==> src/design/script_lexer_defines.svh <==
// assertion macros used by the script lexer top level
`ifndef SCRIPT_LEXER_DEFINES_SVH
`define SCRIPT_LEXER_DEFINES_SVH

// same-cycle implication, sampled on clk_i, off while rst_ni is low
`define SLX_ASSERT_IMPL(label, ante, cons, msg) \
  label: assert property (@(posedge clk_i) disable iff (!rst_ni) (ante) |-> (cons)) \
    else $error(msg);

// next-cycle implication, sampled on clk_i, off while rst_ni is low
`define SLX_ASSERT_NEXT(label, ante, cons, msg) \
  label: assert property (@(posedge clk_i) disable iff (!rst_ni) (ante) |=> (cons)) \
    else $error(msg);

`endif

==> src/design/slx_pkg.sv <==
// types, constants and keyword table of the script lexer
package slx_pkg;

  localparam int KEYWORD_CHARS_DEF = 8;
  localparam int LENGTH_BITS_DEF   = 16;
  localparam int OFFSET_BITS_DEF   = 32;

  localparam int QUEUE_DEPTH = 4;
  localparam int QCNT_W      = $clog2(QUEUE_DEPTH + 1);

  localparam int KW_COUNT   = 9;
  localparam int KW_MAX_LEN = 8;

  typedef enum logic [4:0] {
    TK_END      = 5'd0,
    TK_NAME     = 5'd1,
    TK_VAR      = 5'd2,
    TK_FUNCTION = 5'd3,
    TK_IF       = 5'd4,
    TK_ELIF     = 5'd5,
    TK_ELSE     = 5'd6,
    TK_FOR      = 5'd7,
    TK_WHILE    = 5'd8,
    TK_BREAK    = 5'd9,
    TK_CONTINUE = 5'd10,
    TK_PLUS     = 5'd11,
    TK_MINUS    = 5'd12,
    TK_MUL      = 5'd13,
    TK_DIV      = 5'd14,
    TK_EQEQ     = 5'd15,
    TK_LE       = 5'd16,
    TK_GE       = 5'd17,
    TK_LT       = 5'd18,
    TK_GT       = 5'd19,
    TK_NE       = 5'd20,
    TK_ASSIGN   = 5'd21,
    TK_INVALID  = 5'd22
  } tok_kind_e;

  typedef enum logic [2:0] {
    PK_NONE = 3'd0,
    PK_NAME = 3'd1,
    PK_LT   = 3'd2,
    PK_GT   = 3'd3,
    PK_EQ   = 3'd4,
    PK_BANG = 3'd5
  } pend_kind_e;

  typedef struct packed {
    logic       req_type;
    logic [7:0] ch;
  } in_word_t;

  typedef struct packed {
    tok_kind_e   token_kind;
    logic [31:0] token_line;
    logic [31:0] name_offset;
    logic [15:0] name_length;
    logic        run_last;
  } out_word_t;

  typedef struct packed {
    logic [1:0] count;
    out_word_t  word0;
    out_word_t  word1;
  } push_t;

  typedef struct packed {
    logic [QCNT_W-1:0] count;
    logic              has_room;
  } queue_status_t;

  localparam tok_kind_e KW_KIND [KW_COUNT] = '{
    TK_VAR, TK_FUNCTION, TK_IF, TK_ELIF, TK_ELSE, TK_FOR, TK_WHILE, TK_BREAK, TK_CONTINUE
  };

  localparam logic [3:0] KW_LEN [KW_COUNT] = '{
    4'd3, 4'd8, 4'd2, 4'd4, 4'd4, 4'd3, 4'd5, 4'd5, 4'd8
  };

  // text right-justified, first character in the highest used byte
  localparam logic [63:0] KW_STR [KW_COUNT] = '{
    64'("var"), 64'("function"), 64'("if"), 64'("elif"), 64'("else"),
    64'("for"), 64'("while"), 64'("break"), 64'("continue")
  };

  // text holds byte i at [8*i +: 8]; short is set when the name has at most 8 bytes
  function automatic tok_kind_e kw_lookup(input logic [63:0] text, input logic short,
                                          input logic [3:0] len);
    tok_kind_e kind;
    logic      same;
    kind = TK_NAME;
    for (int k = 0; k < KW_COUNT; k++) begin
      same = short && (len == KW_LEN[k]);
      for (int i = 0; i < KW_MAX_LEN; i++) begin
        if (i < int'(KW_LEN[k])) begin
          if (text[8*i +: 8] != KW_STR[k][8*(int'(KW_LEN[k]) - 1 - i) +: 8]) begin
            same = 1'b0;
          end
        end
      end
      if (same) begin
        kind = KW_KIND[k];
      end
    end
    return kind;
  endfunction

endpackage

==> src/design/slx_tokenizer.sv <==
// tokenizer state and per-byte token logic of the script lexer
module slx_tokenizer #(
  parameter int KEYWORD_CHARS = slx_pkg::KEYWORD_CHARS_DEF,
  parameter int LENGTH_BITS   = slx_pkg::LENGTH_BITS_DEF,
  parameter int OFFSET_BITS   = slx_pkg::OFFSET_BITS_DEF
) (
  input  logic             clk_i,
  input  logic             rst_ni,
  input  logic             accept_i,
  input  slx_pkg::in_word_t in_word_i,
  output slx_pkg::push_t    push_o
);

  localparam int IDX_W     = $clog2(KEYWORD_CHARS);
  localparam int LEN_CMP_W = LENGTH_BITS + 6;

  localparam logic [7:0] CH_TAB   = 8'h09;
  localparam logic [7:0] CH_LF    = 8'h0A;
  localparam logic [7:0] CH_CR    = 8'h0D;
  localparam logic [7:0] CH_SPACE = 8'h20;
  localparam logic [7:0] CH_BANG  = 8'h21;
  localparam logic [7:0] CH_STAR  = 8'h2A;
  localparam logic [7:0] CH_PLUS  = 8'h2B;
  localparam logic [7:0] CH_MINUS = 8'h2D;
  localparam logic [7:0] CH_SLASH = 8'h2F;
  localparam logic [7:0] CH_DIG_0 = 8'h30;
  localparam logic [7:0] CH_DIG_9 = 8'h39;
  localparam logic [7:0] CH_LT    = 8'h3C;
  localparam logic [7:0] CH_EQ    = 8'h3D;
  localparam logic [7:0] CH_GT    = 8'h3E;
  localparam logic [7:0] CH_UC_A  = 8'h41;
  localparam logic [7:0] CH_UC_Z  = 8'h5A;
  localparam logic [7:0] CH_UNDER = 8'h5F;
  localparam logic [7:0] CH_LC_A  = 8'h61;
  localparam logic [7:0] CH_LC_Z  = 8'h7A;

  function automatic logic is_lead(input logic [7:0] c);
    return (c == CH_UNDER) || ((c >= CH_LC_A) && (c <= CH_LC_Z)) ||
           ((c >= CH_UC_A) && (c <= CH_UC_Z));
  endfunction

  function automatic logic is_body(input logic [7:0] c);
    return is_lead(c) || ((c >= CH_DIG_0) && (c <= CH_DIG_9));
  endfunction

  slx_pkg::pend_kind_e    pend_q, pend_d;
  logic [LENGTH_BITS-1:0] len_q, len_d;
  logic [OFFSET_BITS-1:0] start_q, start_d;
  logic [31:0]            line_q, line_d;
  logic [OFFSET_BITS-1:0] off_q, off_d;
  logic [7:0]             kwbuf_q [KEYWORD_CHARS];

  logic             kw_we;
  logic [IDX_W-1:0] kw_idx;
  logic [63:0]      kw_text;
  logic             kw_short;

  slx_pkg::tok_kind_e  flush_kind, pair_kind, fr_kind, k_a, k_b;
  slx_pkg::pend_kind_e fr_pend;
  logic                fr_emit, fr_name, fr_lf;
  logic                e_a, e_b;

  logic [OFFSET_BITS+31:0] start_ext;
  logic [LENGTH_BITS+15:0] len_ext;
  logic [7:0]              c;

  assign c = in_word_i.ch;

  always_comb begin
    for (int i = 0; i < slx_pkg::KW_MAX_LEN; i++) begin
      kw_text[8*i +: 8] = kwbuf_q[i];
    end
  end

  assign kw_short = LEN_CMP_W'(len_q) <= LEN_CMP_W'(slx_pkg::KW_MAX_LEN);

  always_comb begin
    case (pend_q)
      slx_pkg::PK_NAME: flush_kind = slx_pkg::kw_lookup(kw_text, kw_short, len_q[3:0]);
      slx_pkg::PK_LT:   flush_kind = slx_pkg::TK_LT;
      slx_pkg::PK_GT:   flush_kind = slx_pkg::TK_GT;
      slx_pkg::PK_EQ:   flush_kind = slx_pkg::TK_ASSIGN;
      default:          flush_kind = slx_pkg::TK_INVALID;
    endcase
    case (pend_q)
      slx_pkg::PK_LT: pair_kind = slx_pkg::TK_LE;
      slx_pkg::PK_GT: pair_kind = slx_pkg::TK_GE;
      slx_pkg::PK_EQ: pair_kind = slx_pkg::TK_EQEQ;
      default:        pair_kind = slx_pkg::TK_NE;
    endcase
  end

  // a byte that starts fresh, with nothing pending
  always_comb begin
    fr_emit = 1'b0;
    fr_kind = slx_pkg::TK_INVALID;
    fr_pend = slx_pkg::PK_NONE;
    fr_name = 1'b0;
    fr_lf   = 1'b0;
    case (c)
      CH_SPACE, CH_TAB, CH_CR: ;
      CH_LF:    fr_lf = 1'b1;
      CH_PLUS:  begin fr_emit = 1'b1; fr_kind = slx_pkg::TK_PLUS;  end
      CH_MINUS: begin fr_emit = 1'b1; fr_kind = slx_pkg::TK_MINUS; end
      CH_STAR:  begin fr_emit = 1'b1; fr_kind = slx_pkg::TK_MUL;   end
      CH_SLASH: begin fr_emit = 1'b1; fr_kind = slx_pkg::TK_DIV;   end
      CH_LT:    fr_pend = slx_pkg::PK_LT;
      CH_GT:    fr_pend = slx_pkg::PK_GT;
      CH_EQ:    fr_pend = slx_pkg::PK_EQ;
      CH_BANG:  fr_pend = slx_pkg::PK_BANG;
      default: begin
        if (is_lead(c)) begin
          fr_name = 1'b1;
          fr_pend = slx_pkg::PK_NAME;
        end else begin
          fr_emit = 1'b1;
        end
      end
    endcase
  end

  always_comb begin
    pend_d  = pend_q;
    len_d   = len_q;
    start_d = start_q;
    line_d  = line_q;
    off_d   = off_q;
    kw_we   = 1'b0;
    kw_idx  = len_q[IDX_W-1:0];
    e_a     = 1'b0;
    k_a     = flush_kind;
    e_b     = 1'b0;
    k_b     = fr_kind;
    if (accept_i) begin
      if (in_word_i.req_type) begin
        e_a     = pend_q != slx_pkg::PK_NONE;
        e_b     = 1'b1;
        k_b     = slx_pkg::TK_END;
        pend_d  = slx_pkg::PK_NONE;
        len_d   = '0;
        start_d = '0;
        line_d  = 32'd1;
        off_d   = '0;
      end else begin
        if (off_q != '1) begin
          off_d = off_q + OFFSET_BITS'(1);
        end
        if ((pend_q == slx_pkg::PK_NAME) && is_body(c)) begin
          kw_we = LEN_CMP_W'(len_q) < LEN_CMP_W'(KEYWORD_CHARS);
          if (len_q != '1) begin
            len_d = len_q + LENGTH_BITS'(1);
          end
        end else if ((pend_q != slx_pkg::PK_NAME) && (pend_q != slx_pkg::PK_NONE) &&
                     (c == CH_EQ)) begin
          e_a    = 1'b1;
          k_a    = pair_kind;
          pend_d = slx_pkg::PK_NONE;
        end else begin
          e_a    = pend_q != slx_pkg::PK_NONE;
          e_b    = fr_emit;
          pend_d = fr_pend;
          if (fr_lf && (line_q != '1)) begin
            line_d = line_q + 32'd1;
          end
          if (fr_name) begin
            start_d = off_q;
            len_d   = LENGTH_BITS'(1);
            kw_we   = 1'b1;
            kw_idx  = '0;
          end
        end
      end
    end
  end

  assign start_ext = {32'b0, start_q};
  assign len_ext   = {16'b0, len_q};

  always_comb begin
    push_o.count = {1'b0, e_a} + {1'b0, e_b};

    push_o.word0.token_kind  = e_a ? k_a : k_b;
    push_o.word0.token_line  = line_q;
    push_o.word0.name_offset = '0;
    push_o.word0.name_length = '0;
    push_o.word0.run_last    = !(e_a && e_b);
    if (e_a && (k_a == slx_pkg::TK_NAME)) begin
      push_o.word0.name_offset = start_ext[31:0];
      push_o.word0.name_length = len_ext[15:0];
    end

    push_o.word1.token_kind  = k_b;
    push_o.word1.token_line  = line_q;
    push_o.word1.name_offset = '0;
    push_o.word1.name_length = '0;
    push_o.word1.run_last    = 1'b1;
  end

  always_ff @(posedge clk_i or negedge rst_ni) begin
    if (!rst_ni) begin
      pend_q  <= slx_pkg::PK_NONE;
      len_q   <= '0;
      start_q <= '0;
      line_q  <= 32'd1;
      off_q   <= '0;
    end else begin
      pend_q  <= pend_d;
      len_q   <= len_d;
      start_q <= start_d;
      line_q  <= line_d;
      off_q   <= off_d;
    end
  end

  always_ff @(posedge clk_i) begin
    if (kw_we) begin
      kwbuf_q[kw_idx] <= c;
    end
  end

endmodule

==> src/design/slx_out_queue.sv <==
// shifting result queue of the script lexer, takes up to two words a cycle
module slx_out_queue (
  input  logic                   clk_i,
  input  logic                   rst_ni,
  input  slx_pkg::push_t         push_i,
  input  logic                   pop_i,
  output slx_pkg::out_word_t     head_o,
  output slx_pkg::queue_status_t status_o
);

  localparam int DEPTH  = slx_pkg::QUEUE_DEPTH;
  localparam int QCNT_W = slx_pkg::QCNT_W;

  slx_pkg::out_word_t ent_q [DEPTH];
  slx_pkg::out_word_t ent_d [DEPTH];
  logic [QCNT_W-1:0]  count_q, count_d, base;

  always_comb begin
    base = count_q - QCNT_W'(pop_i);
    for (int i = 0; i < DEPTH; i++) begin
      if (pop_i && (i < DEPTH - 1)) begin
        ent_d[i] = ent_q[(i + 1) % DEPTH];
      end else begin
        ent_d[i] = ent_q[i];
      end
      if ((push_i.count != 2'd0) && (QCNT_W'(i) == base)) begin
        ent_d[i] = push_i.word0;
      end
      if ((push_i.count == 2'd2) && (QCNT_W'(i) == base + QCNT_W'(1))) begin
        ent_d[i] = push_i.word1;
      end
    end
    count_d = base + QCNT_W'(push_i.count);
  end

  always_ff @(posedge clk_i or negedge rst_ni) begin
    if (!rst_ni) begin
      count_q <= '0;
    end else begin
      count_q <= count_d;
    end
  end

  always_ff @(posedge clk_i) begin
    ent_q <= ent_d;
  end

  assign head_o            = ent_q[0];
  assign status_o.count    = count_q;
  assign status_o.has_room = count_q <= QCNT_W'(DEPTH - 2);

endmodule

==> src/design/script_lexer.sv <==
// top level of the script lexer: byte-serial tokenizer with a result queue
//
// input channel: in_valid_i / in_ready_o carry one word per source byte or an
// end-of-input word (req_type set). output channel: out_valid_o / out_ready_i
// carry one token word each; run_last marks the last token caused by an input.
// an input word is decoded in the cycle it is accepted and its tokens (zero,
// one or two) enter the queue at that edge; with an empty queue the first one
// shows on out_word_o in the next cycle.
// throughput is one input word per cycle while in_ready_o is high; the
// four-entry result queue takes two words a cycle and in_ready_o stays high
// while at least two entries are free.
// when the receiver stalls, results wait in the queue in order and in_ready_o
// falls once the queue holds three words, so any input pauses after a stall
// has left three words waiting.
// end of input flushes any pending token, sends an end token and returns the
// lexer to its reset state: line 1, offset 0, nothing pending.
// reset (rst_ni low) empties the queue and clears the same state.
`include "script_lexer_defines.svh"

module script_lexer #(
  parameter int KEYWORD_CHARS = slx_pkg::KEYWORD_CHARS_DEF,
  parameter int LENGTH_BITS   = slx_pkg::LENGTH_BITS_DEF,
  parameter int OFFSET_BITS   = slx_pkg::OFFSET_BITS_DEF
) (
  input  logic               clk_i,
  input  logic               rst_ni,
  input  logic               in_valid_i,
  output logic               in_ready_o,
  input  slx_pkg::in_word_t  in_word_i,
  output logic               out_valid_o,
  input  logic               out_ready_i,
  output slx_pkg::out_word_t out_word_o
);

  slx_pkg::push_t         push;
  slx_pkg::queue_status_t q_status;
  logic                   accept;
  logic                   pop;

  assign in_ready_o  = q_status.has_room;
  assign accept      = in_valid_i && in_ready_o;
  assign out_valid_o = q_status.count != '0;
  assign pop         = out_valid_o && out_ready_i;

  slx_tokenizer #(
    .KEYWORD_CHARS(KEYWORD_CHARS),
    .LENGTH_BITS  (LENGTH_BITS),
    .OFFSET_BITS  (OFFSET_BITS)
  ) u_tokenizer (
    .clk_i    (clk_i),
    .rst_ni   (rst_ni),
    .accept_i (accept),
    .in_word_i(in_word_i),
    .push_o   (push)
  );

  slx_out_queue u_out_queue (
    .clk_i   (clk_i),
    .rst_ni  (rst_ni),
    .push_i  (push),
    .pop_i   (pop),
    .head_o  (out_word_o),
    .status_o(q_status)
  );

  // end of input always leaves an end token queued
  `SLX_ASSERT_NEXT(a_end_gives_word, accept && in_word_i.req_type, out_valid_o, "end word lost")
  // the first of a token pair is always queued together with its partner
  `SLX_ASSERT_IMPL(a_pair_queued, out_valid_o && !out_word_o.run_last, q_status.count >= slx_pkg::QCNT_W'(2), "token pair split")
  // an end token always closes its input
  `SLX_ASSERT_IMPL(a_end_is_last, out_valid_o && (out_word_o.token_kind == slx_pkg::TK_END), out_word_o.run_last, "end token not last")

endmodule

==> config.mk <==
export PLATFORM = sky130hd
export DESIGN_NAME = script_lexer
export DESIGN_NICKNAME = d
export VERILOG_FILES = /design/src/design/slx_pkg.sv /design/src/design/slx_tokenizer.sv /design/src/design/slx_out_queue.sv /design/src/design/script_lexer.sv
export VERILOG_INCLUDE_DIRS = /design/src /design/src/design
export SDC_FILE = /design/constraint.sdc
export NUM_CORES = 1
export LEC_CHECK = 0
export ABC_AREA = 1
export BUFFER_PORTS_ARGS = -buffer_cell sky130_fd_sc_hd__buf_2
export CORE_UTILIZATION = 45
export CTS_BUF_LIST = sky130_fd_sc_hd__clkbuf_4
export CTS_CLUSTER_SIZE = 20
export DETAILED_ROUTE_END_ITERATION = 6
export PLACE_DENSITY_LB_ADDON = 0.12
export REMOVE_ABC_BUFFERS = 1
export SKIP_CTS_REPAIR_TIMING = 1
export SLEW_MARGIN = 20
export SYNTH_ARGS = -nofsm -noshare
export SYNTH_HDL_FRONTEND = slang
export SYNTH_SLANG_ARGS = --single-unit
==> constraint.sdc <==
create_clock -name clk_i -period 9.1 [get_ports clk_i]
set_input_delay 0.455 -clock clk_i [delete_from_list [all_inputs] [get_ports clk_i]]
set_output_delay 0.455 -clock clk_i [all_outputs]
set_load 0.02 [all_outputs]
==> reports/results.tsv <==
metric	value	unit
cp_data_arrival_time	5.42	ns
clock-sinks	526	
ys_seq_elements	526	
hold_ws	0.1185	ns
leakage	11.03	nW
start_kind	flop	
die_y	241.7	um
crit_required	9.78	ns
synth_top_cell_by_area	edfxtp_1	
seq_area_frac_synth	51.22	%
hold_class	in -> reg	
gp_congestion	0.9244	
synth.top_cells.by_area	edfxtp_1 25%, dfxtp_1 15%, dfrtp_1 11%, inv_1 6.9%, nand4_1 6.1%	
relSlewSlack	24.55	%
p_total	0.008454	W
fillers	5547	
worst_clock_skew	0.06661	ns
final-instance-count-excl-fill	4001	
dp.cells	3726	
synth_top_family_by_area	simple AND/OR/NAND/NOR gates	
regArea	13240	um2
rows	87	
synthAdderAreaFrac	0.7065	%
synthSimpleGateAreaFrac	21.10	%
ff2ff_path_depth	15	
powerDensity	300.4	nW/um2
worst_pin_slew	1.132	ns
multi_input_area	9308	um2
yosys_warnings	0	
synth_compound_area_share	12.78	%
worst-setup-path-type	reg -> reg	
layout_commonest_cell	inv_1	
drv_slew	0	
cts_tree	built	
nets	3157	
dpl.hpwl	44440	um
start_util	45.68	%
synth.distinct_cells	49	
clk_pin_slew_worst_paths	0.06	ns
vdd.ir_drop.worst	0.0001649	V
placedInstanceArea	26100	um2
post-route-min-period	4.741	ns
postLayoutCoreUtil	49.72	%
rsz0062_at_grt	false	
htreeDepth	4	
path_max_fanout	70	
grt_pass1_vias	21440	
drt_wl_total	71990	um
setup_viol_count_final	0	
final_cell_area	28140	um2
numCtsBuffers	149	
syn_inst	3110	
fin_crit_sh	52.09	%
syn_to_final_growth	8.845	%
grt_antenna_before_repair	2	
ios	101	
ant_nets	0	
io_buffers	100	
synth_top_area_share	24.62	%
viasPerCell	5.501	
hold_viol	0	
grt_max_degree	110	
synth_xor_area_share	1.050	%
drtIter0Drc	1722	
drc	3	
violations	DRC	
wl_per_cell	17.99	um
detail_route.first_pass.iterations	7	
core-area	56600	um2
vias	22010	
grt.total_usage	24.67	%
syn_area	25860	um2
most-common-layout-cells	475 x inv_1, 412 x nand2_1, 252 x nand4_1, 242 x o21ai_0, 229 x clkbuf_4	
fp.dieArea	58420	um2
status	complete, but fails checks	
synthMuxAreaShare	0	%
die_x	241.7	um
insertion_delay	1.00	ns
min_path_cells	3	
syn_avg_cell_area	8.314	um2
root_buffer	clkbuf_4	
cap_violations	0	
overflow	0	
clk_path_buf_depth	3	
critPathCaptureType	flop	
drive_gt1_share	12.79	%
fmax	210.9	MHz
grt_pass1_wl	115800	um
-- power by group --
part | switching (W) | internal (W)
Combinational | 0.00189 | 0.000744
Clock | 0.00102 | 0.00123
Sequential | 0.000295 | 0.00328
-- synth_stat cells, drive strengths merged --
cell,n
inv,487
nand2,420
o21ai,287
nand4,252
nor2,224
edfxtp,212
dfxtp,196
a21oi,173
buf,158
nand3,152
dfrtp,117
clkbuf,113
o22ai,99
nor3,75
xor2,27
nor4,24
o31ai,24
ha,13
clkinv,10
nor3b,9
o211ai,7
a22oi,4
xnor2,4
a221oi,3
a31oi,3
and3,3
o21a,3
o21bai,3
a211oi,1
a41oi,1
and3b,1
dfstp,1
fa,1
o311ai,1
or2,1
or3,1
-- area by class of cell --
class                      instances  share of cell area (%)
antenna                            1                0.008891
clock buffer                     229                   6.108
clock inverter                    36                  0.8002
inverter                         497                   6.646
multi-input combinational       1816                   33.07
sequential                       526                   47.06
tap                              756                   3.361
timing repair buffer             140                   2.947
-- per-stage QoR --
| stage | setup TNS (ns) | worst slack, ns |
|---|---|---|
| finish | 0 | 4.359 |
| global route | 0 | 3.965 |
| CTS | 0 | 4.261 |
| detailed placement | 0 | 4.038 |
| global placement | 0 | 4.129 |
| floorplan | -6.799 | -0.1838 |
-- critical path, cell delays in order, from the launching register on --
cell     delay, ns
dfrtp_1       0.40
nor2_1        0.11
nand2_1       0.10
nand2_2       0.08
inv_1         0.10
ha_1          0.21
ha_1          0.19
xnor2_1       0.36
ha_1          0.31
nand2_1       0.24
nor2_4        0.06
buf_4         0.33
nor2_4        0.18
buf_4         0.49
nand2_1       0.76
buf_4         0.49
-- state kept, by name, summed over array words and instances (netlist names) --
name,count
u_tokenizer.kwbuf_q,64
u_tokenizer.start_q,32
u_out_queue.head_o,86
u_out_queue.count_q,3
u_out_queue.ent_q,258
u_tokenizer.line_q,32
u_tokenizer.len_q,16
u_tokenizer.pend_q,3
u_tokenizer.off_q,32
-- routing by layer --
metal  vias up  track usage, %  wire length (um)
met3       132           4.983              4187
li1      10620               -                 -
met2       726           39.34             33570
met5         -               0                 0
met4         0           9.959              1771
met1     10530           32.78             32460
-- logic make-up (layout without fill, tap and decap cells) --
group,Yosys count,after routing
flip-flops,526,526
adder cells (fa/ha/maj),14,14
buffers and inverters,768,902
XOR/XNOR,31,31
other,0,1
AO/OA/AOI/OAI,609,609
AND/OR/NAND/NOR,1162,1162
-- path summary, 6_finish.rpt --
kind | slack, ns | endpoint | from
setup reg to reg | 4.36 | u_out_queue.ent_q[142] | u_out_queue.count_q[2]
max in group asynchronous | 7.61 | u_tokenizer.off_q[4] | rst_ni
hold reg to reg | 0.46 | u_out_queue.ent_q[0] | u_out_queue.ent_q[0]
min in group asynchronous | 0.16 | u_tokenizer.line_q[1] | rst_ni
setup / recovery | 4.36 | u_out_queue.ent_q[142] | u_out_queue.count_q[2]
hold / removal | 0.12 | u_tokenizer.off_q[26] | in_word_i[8]
(Power assumes the default switching activity.)
